<file path="src/hdl/fasd_pkg.sv">
// Shared constants and types for the filter-above-max descending sort block.
package fasd_pkg;

  localparam int unsigned MaxItemsDef = 64;
  localparam int unsigned ValW        = 16;
  localparam int unsigned KeptCntW    = 7;
  localparam int unsigned InDataW     = 2 * ValW;
  // kept_value, threshold_max, kept_count, padded to whole bytes
  localparam int unsigned OutDataW    = ((2 * ValW + KeptCntW + 7) / 8) * 8;

  typedef enum logic [4:0] {
    S_LOAD = 5'b00001,
    S_FILT = 5'b00010,
    S_SCAN = 5'b00100,
    S_SWAP = 5'b01000,
    S_NONE = 5'b10000
  } state_e;

endpackage

</file>
<file path="src/hdl/filter_above_max_then_sort_desc_core.sv">
// Collects a set of (a, b) pairs, keeps a values above max b, emits them sorted descending.
//
// Input channel (s_axis): one (a, b) pair per item, a in tdata[15:0], b in
// tdata[31:16], tlast on the final pair of a set. Pairs load at one per cycle
// in the load state; pairs past MAX_ITEMS only add to the b maximum.
// Output channel (m_axis): one item per kept a value, largest first, carrying
// the set's b maximum and the kept count; tlast on the final one. If nothing is
// kept, a single item with tuser (none_kept) and tlast set and a zero value.
// After the last pair, a filter pass reads the a memory and writes the kept
// values to the s memory; then each selection pass scans the s memory from
// the pass index for the largest entry, one item out per pass.
// Each memory has a single read port with registered read data; no new pair
// is taken until the last result of the set sits in the output register.
// The output register holds an item while m_axis_tready is low; the sorter
// waits on it, and pair loading for the next set overlaps the final item.
// Reset empties the output register and starts a fresh set; memory contents
// are not cleared, only entries written by the current set are read.
module filter_above_max_then_sort_desc_core #(
  parameter int unsigned MAX_ITEMS = fasd_pkg::MaxItemsDef
) (
  input  logic                          clk_i,
  input  logic                          rst_ni,
  input  logic                          s_axis_tvalid,
  output logic                          s_axis_tready,
  input  logic [fasd_pkg::InDataW-1:0]  s_axis_tdata,   // a_value, b_value
  input  logic                          s_axis_tlast,   // set_end
  output logic                          m_axis_tvalid,
  input  logic                          m_axis_tready,
  output logic [fasd_pkg::OutDataW-1:0] m_axis_tdata,   // kept_value, threshold_max, kept_count
  output logic                          m_axis_tuser,   // none_kept
  output logic                          m_axis_tlast    // run_end
);

  localparam int unsigned IdxW = (MAX_ITEMS > 1) ? $clog2(MAX_ITEMS) : 1;
  localparam int unsigned CntW = $clog2(MAX_ITEMS + 1);
  localparam int unsigned VW   = fasd_pkg::ValW;

  fasd_pkg::state_e state_q, state_d;

  logic [VW-1:0]   max_q, max_d;
  logic [CntW-1:0] cnt_q, cnt_d;     // pairs stored
  logic [CntW-1:0] fi_q, fi_d;       // filter read index
  logic [CntW-1:0] kept_q, kept_d;
  logic [CntW-1:0] pi_q, pi_d;       // selection pass
  logic [CntW-1:0] sj_q, sj_d;       // scan read index
  logic            rv_q, rv_d;       // read data valid next cycle
  logic [IdxW-1:0] ridx_q, ridx_d;
  logic [VW-1:0]   head_q, head_d;
  logic [VW-1:0]   best_q, best_d;
  logic [IdxW-1:0] bidx_q, bidx_d;

  logic            ov_q, ov_d;
  logic [VW-1:0]   o_val_q, o_val_d;
  logic [VW-1:0]   o_max_q, o_max_d;
  logic [fasd_pkg::KeptCntW-1:0] o_cnt_q, o_cnt_d;
  logic            o_none_q, o_none_d;
  logic            o_last_q, o_last_d;

  logic [VW-1:0]   a_mem [MAX_ITEMS];
  logic [VW-1:0]   s_mem [MAX_ITEMS];
  logic [VW-1:0]   a_rdata_q, s_rdata_q;
  logic            a_we, s_we;
  logic [IdxW-1:0] a_raddr, s_raddr, s_waddr;
  logic [VW-1:0]   s_wdata;

  logic [VW-1:0]   in_a, in_b;
  logic            in_acc, out_free;

  assign in_a     = s_axis_tdata[VW-1:0];
  assign in_b     = s_axis_tdata[2*VW-1:VW];
  assign in_acc   = s_axis_tvalid & s_axis_tready;
  assign out_free = ~ov_q | m_axis_tready;
  assign s_axis_tready = (state_q == fasd_pkg::S_LOAD);

  always_ff @(posedge clk_i) begin
    if (a_we) begin
      a_mem[cnt_q[IdxW-1:0]] <= in_a;
    end
    a_rdata_q <= a_mem[a_raddr];
  end

  always_ff @(posedge clk_i) begin
    if (s_we) begin
      s_mem[s_waddr] <= s_wdata;
    end
    s_rdata_q <= s_mem[s_raddr];
  end

  always_comb begin
    state_d  = state_q;
    max_d    = max_q;
    cnt_d    = cnt_q;
    fi_d     = fi_q;
    kept_d   = kept_q;
    pi_d     = pi_q;
    sj_d     = sj_q;
    rv_d     = 1'b0;
    ridx_d   = ridx_q;
    head_d   = head_q;
    best_d   = best_q;
    bidx_d   = bidx_q;
    ov_d     = ov_q & ~m_axis_tready;
    o_val_d  = o_val_q;
    o_max_d  = o_max_q;
    o_cnt_d  = o_cnt_q;
    o_none_d = o_none_q;
    o_last_d = o_last_q;
    a_we     = 1'b0;
    a_raddr  = fi_q[IdxW-1:0];
    s_we     = 1'b0;
    s_raddr  = sj_q[IdxW-1:0];
    s_waddr  = kept_q[IdxW-1:0];
    s_wdata  = a_rdata_q;

    unique case (state_q)
      fasd_pkg::S_LOAD: begin
        if (in_acc) begin
          if (in_b > max_q) begin
            max_d = in_b;
          end
          if (cnt_q < CntW'(MAX_ITEMS)) begin
            a_we  = 1'b1;
            cnt_d = cnt_q + 1'b1;
          end
          if (s_axis_tlast) begin
            fi_d    = '0;
            kept_d  = '0;
            state_d = fasd_pkg::S_FILT;
          end
        end
      end

      fasd_pkg::S_FILT: begin
        if (fi_q != cnt_q) begin
          fi_d = fi_q + 1'b1;
          rv_d = 1'b1;
        end
        if (rv_q && (a_rdata_q > max_q)) begin
          s_we   = 1'b1;
          kept_d = kept_q + 1'b1;
        end
        if (fi_q == cnt_q && !rv_q) begin
          pi_d    = '0;
          sj_d    = '0;
          state_d = (kept_q == '0) ? fasd_pkg::S_NONE : fasd_pkg::S_SCAN;
        end
      end

      fasd_pkg::S_SCAN: begin
        if (sj_q != kept_q) begin
          sj_d   = sj_q + 1'b1;
          rv_d   = 1'b1;
          ridx_d = sj_q[IdxW-1:0];
        end
        if (rv_q) begin
          // first read of a pass returns the head entry
          if (ridx_q == pi_q[IdxW-1:0]) begin
            head_d = s_rdata_q;
            best_d = s_rdata_q;
            bidx_d = ridx_q;
          end else if (s_rdata_q > best_q) begin
            best_d = s_rdata_q;
            bidx_d = ridx_q;
          end
        end
        if (sj_q == kept_q && !rv_q) begin
          state_d = fasd_pkg::S_SWAP;
        end
      end

      fasd_pkg::S_SWAP: begin
        if (out_free) begin
          s_we     = 1'b1;
          s_waddr  = bidx_q;
          s_wdata  = head_q;
          ov_d     = 1'b1;
          o_val_d  = best_q;
          o_max_d  = max_q;
          o_cnt_d  = fasd_pkg::KeptCntW'(kept_q);
          o_none_d = 1'b0;
          o_last_d = (pi_q + 1'b1 == kept_q);
          if (pi_q + 1'b1 == kept_q) begin
            max_d   = '0;
            cnt_d   = '0;
            state_d = fasd_pkg::S_LOAD;
          end else begin
            pi_d    = pi_q + 1'b1;
            sj_d    = pi_q + 1'b1;
            state_d = fasd_pkg::S_SCAN;
          end
        end
      end

      fasd_pkg::S_NONE: begin
        if (out_free) begin
          ov_d     = 1'b1;
          o_val_d  = '0;
          o_max_d  = max_q;
          o_cnt_d  = '0;
          o_none_d = 1'b1;
          o_last_d = 1'b1;
          max_d    = '0;
          cnt_d    = '0;
          state_d  = fasd_pkg::S_LOAD;
        end
      end

      default: begin
        state_d = fasd_pkg::S_LOAD;
      end
    endcase
  end

  always_ff @(posedge clk_i or negedge rst_ni) begin
    if (!rst_ni) begin
      state_q <= fasd_pkg::S_LOAD;
      max_q   <= '0;
      cnt_q   <= '0;
      fi_q    <= '0;
      kept_q  <= '0;
      pi_q    <= '0;
      sj_q    <= '0;
      rv_q    <= 1'b0;
      ov_q    <= 1'b0;
    end else begin
      state_q <= state_d;
      max_q   <= max_d;
      cnt_q   <= cnt_d;
      fi_q    <= fi_d;
      kept_q  <= kept_d;
      pi_q    <= pi_d;
      sj_q    <= sj_d;
      rv_q    <= rv_d;
      ov_q    <= ov_d;
    end
  end

  always_ff @(posedge clk_i) begin
    ridx_q   <= ridx_d;
    head_q   <= head_d;
    best_q   <= best_d;
    bidx_q   <= bidx_d;
    o_val_q  <= o_val_d;
    o_max_q  <= o_max_d;
    o_cnt_q  <= o_cnt_d;
    o_none_q <= o_none_d;
    o_last_q <= o_last_d;
  end

  assign m_axis_tvalid = ov_q;
  assign m_axis_tdata  = fasd_pkg::OutDataW'({o_cnt_q, o_max_q, o_val_q});
  assign m_axis_tuser  = o_none_q;
  assign m_axis_tlast  = o_last_q;

endmodule

</file>
<file path="config.mk">
export PLATFORM = sky130hd
export DESIGN_NAME = filter_above_max_then_sort_desc_core
export DESIGN_NICKNAME = d
export VERILOG_FILES = /design/src/hdl/fasd_pkg.sv /design/src/hdl/filter_above_max_then_sort_desc_core.sv
export SDC_FILE = /design/constraint.sdc
export NUM_CORES = 2
export LEC_CHECK = 0
export BUFFER_PORTS_ARGS = -buffer_cell sky130_fd_sc_hd__buf_2
export CORE_UTILIZATION = 57
export DETAILED_ROUTE_END_ITERATION = 7
export GPL_TIMING_DRIVEN = 0
export PLACE_DENSITY = 0.83
export SLEW_MARGIN = 20
export SYNTH_ARGS = -nofsm -noshare
export SYNTH_HDL_FRONTEND = slang
export SYNTH_SLANG_ARGS = --single-unit
</file>
<file path="constraint.sdc">
create_clock -name clk_i -period 4.22 [get_ports clk_i]
set_input_delay 0.633 -clock clk_i [delete_from_list [all_inputs] [get_ports clk_i]]
set_output_delay 0.633 -clock clk_i [all_outputs]
set_load 0.03 [all_outputs]
</file>
* After elaboration in Yosys (flattened, before gate mapping)
Memories as Yosys holds them, arrays and structs flattened. A register that Yosys moved wholly into a read port is not among the register bits. Index checks and enable logic that the tools add are counted.
Storage, ports and cells: memory bits (writable) 2048, memories 2, latch bits 0, word-level logic and storage cells 147, flip-flop bits (word level) 143, output and inout bits 44, bits in read-only memories 0, input port bits 37
Memories:
- a_mem | words 64, bits a word 16, read ports 1, clocked after memory_dff 1, wr ports 1, RTL line filter_above_max_then_sort_desc_core.sv:59 | logic [VW-1:0] a_mem [MAX_ITEMS];
- s_mem | words 64, bits a word 16, read ports 1, clocked after memory_dff 1, wr ports 1, RTL line filter_above_max_then_sort_desc_core.sv:60 | logic [VW-1:0] s_mem [MAX_ITEMS];
Operators by class: reduce and logical (&&, ||, !) cells 24, bitwise logic cells 5, magnitude comparators 4, multiply operators 0, div/mod/pow operators 0, shifts and indexed selects 0, $add $sub $neg 5, equality and inequality tests 24, mux-type cells 65
Operators by type and width (count):
- 16-bit two-way mux | 10
- 7-bit two-way mux | 14
- 7-bit one-hot mux with 2 select lines | 4
- 16-bit greater-than comparator | 3
- 16-bit one-hot mux with 3 select lines | 1
- 7-bit one-hot mux with 3 select lines | 2
- 7-bit by 1-bit adder with 7-bit output, second input constant | 5
- 5-bit two-way mux | 7
- 16-bit one-hot mux with 2 select lines | 1
- 5-bit one-hot mux with 5 select lines | 1
- 6-bit two-way mux | 4
- 7-bit equality test | 3
- 2-bit != test, second input constant | 9
- 6-bit AND reduction | 3
- 1-bit two-way mux | 16
- 7-bit != test | 2
- 4-bit AND reduction | 3
- 3-bit AND reduction | 3
- 2-bit by 1-bit != test with 1-bit output, second input constant | 4
- 1-bit one-hot mux with 2 select lines | 4
- 2-bit nonzero test | 4
- 7-bit zero test | 1
- 7-bit less-than comparator, second input constant | 1
- 6-bit equality test | 1
- other kinds (15) | 21

* Depth between registers and ports, before layout
word-level depth 6, mapped depth 11, mapped depth without buffers 9

* Worst setup path before layout
OpenSTA, ideal clock, no wires.
kind input to register, start input port m_axis_tready, end memory s_mem[0][0] in the netlist's numbering, data pin, data required time 3.518 ns, data arrival time 3.791 ns, buffers on the path 1, setup time 0.702 ns, stages 4, path slack -0.273 ns, cell sequence nor2b_1 > nor2_1 > clkbuf_1 > o21ai_0
Between the ends: cells in the longest elaborated chain, start to end 3
RTL lines:
- start: declaration | RTL line filter_above_max_then_sort_desc_core.sv:28 | input logic m_axis_tready,
- 1-bit bitwise OR | RTL line filter_above_max_then_sort_desc_core.sv:72 | assign out_free = ~ov_q | m_axis_tready;
- 16-bit two-way mux | RTL line filter_above_max_then_sort_desc_core.sv:172 | if (out_free) begin
- 16-bit two-way mux | RTL line filter_above_max_then_sort_desc_core.sv:115 | unique case (state_q)
- named net s_wdata[0] | RTL line filter_above_max_then_sort_desc_core.sv:64 | logic [VW-1:0] s_wdata;
- end: declaration | RTL line filter_above_max_then_sort_desc_core.sv:60
The timed path passes the listed nets, and every way through them passes these cells.

* Worst setup path in the final report
start register state_q[3], end memory a_mem[22][5] in the netlist's numbering, enable pin
Between the ends: cells in the longest elaborated chain, start to end 6
RTL lines:
- start: declaration | RTL line filter_above_max_then_sort_desc_core.sv:38 | fasd_pkg::state_e state_q, state_d;
- start signal: assignment | RTL line filter_above_max_then_sort_desc_core.sv:216 | state_q <= fasd_pkg::S_LOAD;
- start signal: assignment | RTL line filter_above_max_then_sort_desc_core.sv:226 | state_q <= state_d;
- 5-bit by 1-bit equality test with 1-bit output (*) | RTL line filter_above_max_then_sort_desc_core.sv:73, filter_above_max_then_sort_desc_core.sv:115
- 1-bit AND | RTL line filter_above_max_then_sort_desc_core.sv:71 | assign in_acc = s_axis_tvalid & s_axis_tready;
- 1-bit two-way mux | RTL line filter_above_max_then_sort_desc_core.sv:117 | if (in_acc) begin
- 1-bit two-way mux (*) | RTL line filter_above_max_then_sort_desc_core.sv:115
- 1-bit two-way mux (*) | RTL line filter_above_max_then_sort_desc_core.sv:76 | if (a_we) begin
- 1-bit two-way mux (not written as such) (*) | RTL line filter_above_max_then_sort_desc_core.sv:77 | a_mem[cnt_q[IdxW-1:0]] <= in_a;
- end: declaration | RTL line filter_above_max_then_sort_desc_core.sv:59
Every way passes the cells marked *; elsewhere a longest branch is shown, timed or not.

==> reports/qor.tcl <==
set qor(result_of_the_run) {complete, but fails checks}
set qor(failed_checks) {design-rule violations, negative setup slack}
set qor(hpwl_um) 144000
set qor(mostFrequentLayoutCells) {2133 x sky130_fd_sc_hd__edfxtp_1, 560 x sky130_fd_sc_hd__mux4_2, 203 x sky130_fd_sc_hd__clkbuf_16}
set qor(totalWireLength_um) 246000
set qor(count_of_flip_flops_with_a_built_in_enable_after_synthesis) 2133
set qor(drc) 87
set qor(fin_ws_ns) -0.279
set qor(finalClockSkew_ns) 0.0624
set qor(area_growth_syn_to_layout_pct) 14.1
set qor(async_reset_ff_frac) 0.0261
set qor(die-width_um) 391
set qor(cp_data_arrival_time_ns) 5.03
set qor(row_count) 142
set qor(fp.coreArea_sq_mm) 0.150
set qor(synth_fp_nets) 4147
set qor(multi_input_comb_area_sq_mm) 0.0200
set qor(finish.net_count) 4549
set qor(vias_per_cell) 7.12
set qor(yosys_register_bits) 2223
set qor(fin_crit_ns) 4.50
set qor(cts_sinks) 2223
set qor(ys_types) 67
set qor(die_area_sq_mm) 0.153
set qor(die_height_um) 391
set qor(global_route.usage.total) 0.317
set qor(detailedRoute.firstPassIterationCount) 8
set qor(final_common_cell) {sky130_fd_sc_hd__edfxtp_1}
set qor(syn_avg_cell_area_sq_um) 21.3
set qor(worst-path-buf-inv) 2
set qor(p_leak_nw) 31.2
set qor(cts_max_level) 4
set qor(depth_of_the_worst_register_to_register_path) 9
set qor(vdd_ir_drop_max_uv) 610
set qor(peak_per_stage_delay_on_the_critical_path_ns) 0.80
set qor(required_ns) 4.75
set qor(slew_violations) 0
set qor(synthCells) 4056
set qor(crit_path_top_delay_cell) {sky130_fd_sc_hd__nor2_2}
set qor(fillCellCount) 8625
set qor(pin_count) 81
set qor(timing.max_slew.rel_slack) 0.169
set qor(worst_setup_hold_path_clk_slew_ns) 0.07
set qor(synth_top_cells_by_area) {sky130_fd_sc_hd__edfxtp_1 74%, sky130_fd_sc_hd__mux4_2 15%, sky130_fd_sc_hd__dfrtp_1 1.6%}
set qor(grt_pass1_wl_um) 338000
set qor(detail-route-antenna-nets) 0
set qor(proportion_of_synthesized_chip_area_in_sequential_cells) 0.765
set qor(initial_util) 0.576
set qor(regToRegEndpoint) {a_mem[22][5]$_DFFE_PP_}
set qor(yosysWarningCount) 0
set qor(r2r_slack_ns) -0.28
set qor(hold_path_class) {input port to flop}
set qor(finalHoldViolations) 0
set qor(timing.hold.worst_path_depth) 3
set qor(worstHoldEndpoint) {max_q[1]$_DFFE_PN0P_}
set qor(max_cap_viol_count) 0
set qor(regArea_sq_mm) 0.0661
set qor(criticalPathCategory) {flop to flop}
set qor(yosysTopAreaCell) {sky130_fd_sc_hd__edfxtp_1}
set qor(synthDominantCellAreaShare) 0.741
set qor(dr.first_iter.drc_count) 8833
set qor(cts_buffers) 202
set qor(post_drt_wl_per_cell_um) 37.0
set qor(endpoint_kind) {flop}
set qor(finalSetupViolations) 234
set qor(utilization) 0.657
set qor(antenna_found_initial) 29
set qor(grt_setup_unrepaired) {yes}
set qor(pwr_density_cell_mw_per_mm2) 608
set qor(final_layout_size_suffix_gt1_frac) 0.284
set qor(port-buffer-count) 79
set qor(start_kind) {flop}
set qor(number_of_global_route_vias_before_repair) 46468
set qor(ys.flop_type) {sky130_fd_sc_hd__edfxtp_1}
set qor(largest_net_degree_at_the_start_of_global_routing) 65
set qor(max_slew.worst_pin.slew_ns) 1.25
set qor(detailroute.via_count) 47380
set qor(detailedPlace.worstSlack_ns) -0.651
set qor(timing.rr.start) {state_q[3]$_DFFE_PN0P_}
set qor(min_period_over_period) 1.07
set qor(holdCritStartpoint) {s_axis_tdata[17]}
set qor(tritoncts) {yes}
set qor(clkLatencyLatePin_ns) 0.87
set qor(gp_congestion) 0.954
set qor(gr-total-overflow) 0
set qor(gate_family_responsible_for_the_most_delay_along_the_worst_path) {simple AND/OR/NAND/NOR gates}
set qor(timing.critical_path.fanout_max) 10
set qor(cts-root-to-sink-buffers) 3
set qor(crit_chain) {nor4_1, and2_1, clkbuf_1, nand2_1, or2_2, nor2_1, nand3_1, nor2_2, buf_8}
set qor(clk_root_buffer_cell) {sky130_fd_sc_hd__clkbuf_16}
set qor(clock.fmax_ghz) 0.222
set qor(timing.critical_path.depth) 9
set qor(mappedNetlistArea_sq_mm) 0.0864
worst max-delay path by stage:
| stage | from | to | slack [ns] |
|---|---|---|---|
| 4_1_cts | state_q[3]$_DFFE_PN0P_ | s_mem[16][8]$_DFFE_PP_ | -0.08 |
| 3_3_place_gp | m_axis_tready | s_mem[18][0]$_DFFE_PP_ | -2.18 |
| 6_report | state_q[3]$_DFFE_PN0P_ | a_mem[22][5]$_DFFE_PP_ | -0.28 |
| 3_5_place_dp | sj_q[1]$_DFFE_PN0P_ | s_rdata_q[4]$_DFF_P_ | -0.65 |
| 2_1_floorplan | state_q[4]$_DFFE_PN0P_ | best_q[0]$_DFFE_PP_ | 0.05 |
| 5_1_grt | state_q[3]$_DFFE_PN0P_ | a_mem[52][15]$_DFFE_PP_ | -0.19 |
where the power goes:
group / internal (mW) / switching [mW]
Combinational: 5.10 / 9.34
Sequential: 26.2 / 0.411
Clock: 10.5 / 8.45
cells by family after synthesis:
kind of cell    count (synthesis)  synth area share
simple gates                  454            0.0239
buf+inv                       262            0.0120
mux                           713             0.164
other cells                     1         0.0000434
xor+xnor                       35           0.00404
fa+ha+maj                      54           0.00782
flops                        2223             0.765
compound gates                314            0.0233
what timing repair did:
item,in CTS,in global routing
endpoints found under the hold margin,57,0
hold buffers,1,0
setup endpoints to repair,618,651
pin swaps,0,7
buffers inserted,0,12
gates resized for setup,42,33
area by class of cell:
class                      count  share of cell area
antenna                        5            0.000127
buffer                       214             0.00995
clock buffer                 245              0.0537
clock inverter               130              0.0148
inverter                      48             0.00183
multi-input combinational   1571               0.202
sequential                  2223               0.670
tap                         2016              0.0256
timing repair buffer         198              0.0213
worst reg2reg max path, cell delays in order, from the launching register on:
cell                       delay (ns)
sky130_fd_sc_hd__dfrtp_1         0.42
sky130_fd_sc_hd__nor4_1          0.26
sky130_fd_sc_hd__and2_1          0.16
sky130_fd_sc_hd__clkbuf_1        0.44
sky130_fd_sc_hd__nand2_1         0.42
sky130_fd_sc_hd__or2_2           0.47
sky130_fd_sc_hd__nor2_1          0.25
sky130_fd_sc_hd__nand3_1         0.71
sky130_fd_sc_hd__nor2_2          0.81
sky130_fd_sc_hd__buf_8           0.24
state kept, by name (all words and copies together), names as in the netlist, 6 cells and up:
register / cells
a_rdata_q: 16
cnt_q: 7
sj_q: 7
fi_q: 7
s_mem: 1024
s_rdata_q: 16
o_max_q: 16
max_q: 16
bidx_q: 6
o_cnt_q: 7
ridx_q: 6
pi_q: 7
o_val_q: 16
head_q: 16
a_mem: 1024
kept_q: 7
best_q: 16
metal layers:
metal | GRT usage | routed length [um]
met1 | 0.402 | 78600
met2 | 0.490 | 115000
met3 | 0.108 | 37500
met4 | 0.156 | 14900
met5 | 0.00319 | 246
synthesized netlist by cell type (all sizes together) (5+ instances only):
cell type,instances
nor2,193
nand2,127
a21oi,90
mux4,560
xor2,12
nor4,11
inv,47
o32ai,5
and3,8
nor3,10
nor2b,11
xnor2,20
nand3,22
nand2b,7
a41oi,5
nand4,19
a31oi,6
edfxtp,2133
o21ai,63
buf,81
ha,54
clkbuf,133
mux2i,136
o22ai,50
and2,9
a22o,5
a21o,9
dfxtp,32
o221ai,46
dfrtp,57
o31ai,8
a221oi,5
nand3b,8
or3,12
mux2,17
per-stage QoR:
step | hold WS (ns) | total power [mW] | TNS [ns] | cells | area (sq um)
final | 0.0644 | 60.0 | -44.67 | 6650 | 98700
after detailed placement | 0.430 | 40.4 | -74.48 | 6257 | 91400
after CTS | 0.0407 | 59.2 | -4.34 | 6633 | 98300
after global routing | 0.0643 | 60.9 | -19.50 | 6646 | 98700
after floorplan | 0.337 | 35.0 | 0 | 4056 | 86400
after global placement | 0.428 | 39.7 | -1061.57 | 6151 | 89400
Note: power is estimated with default switching activity, not from simulation.
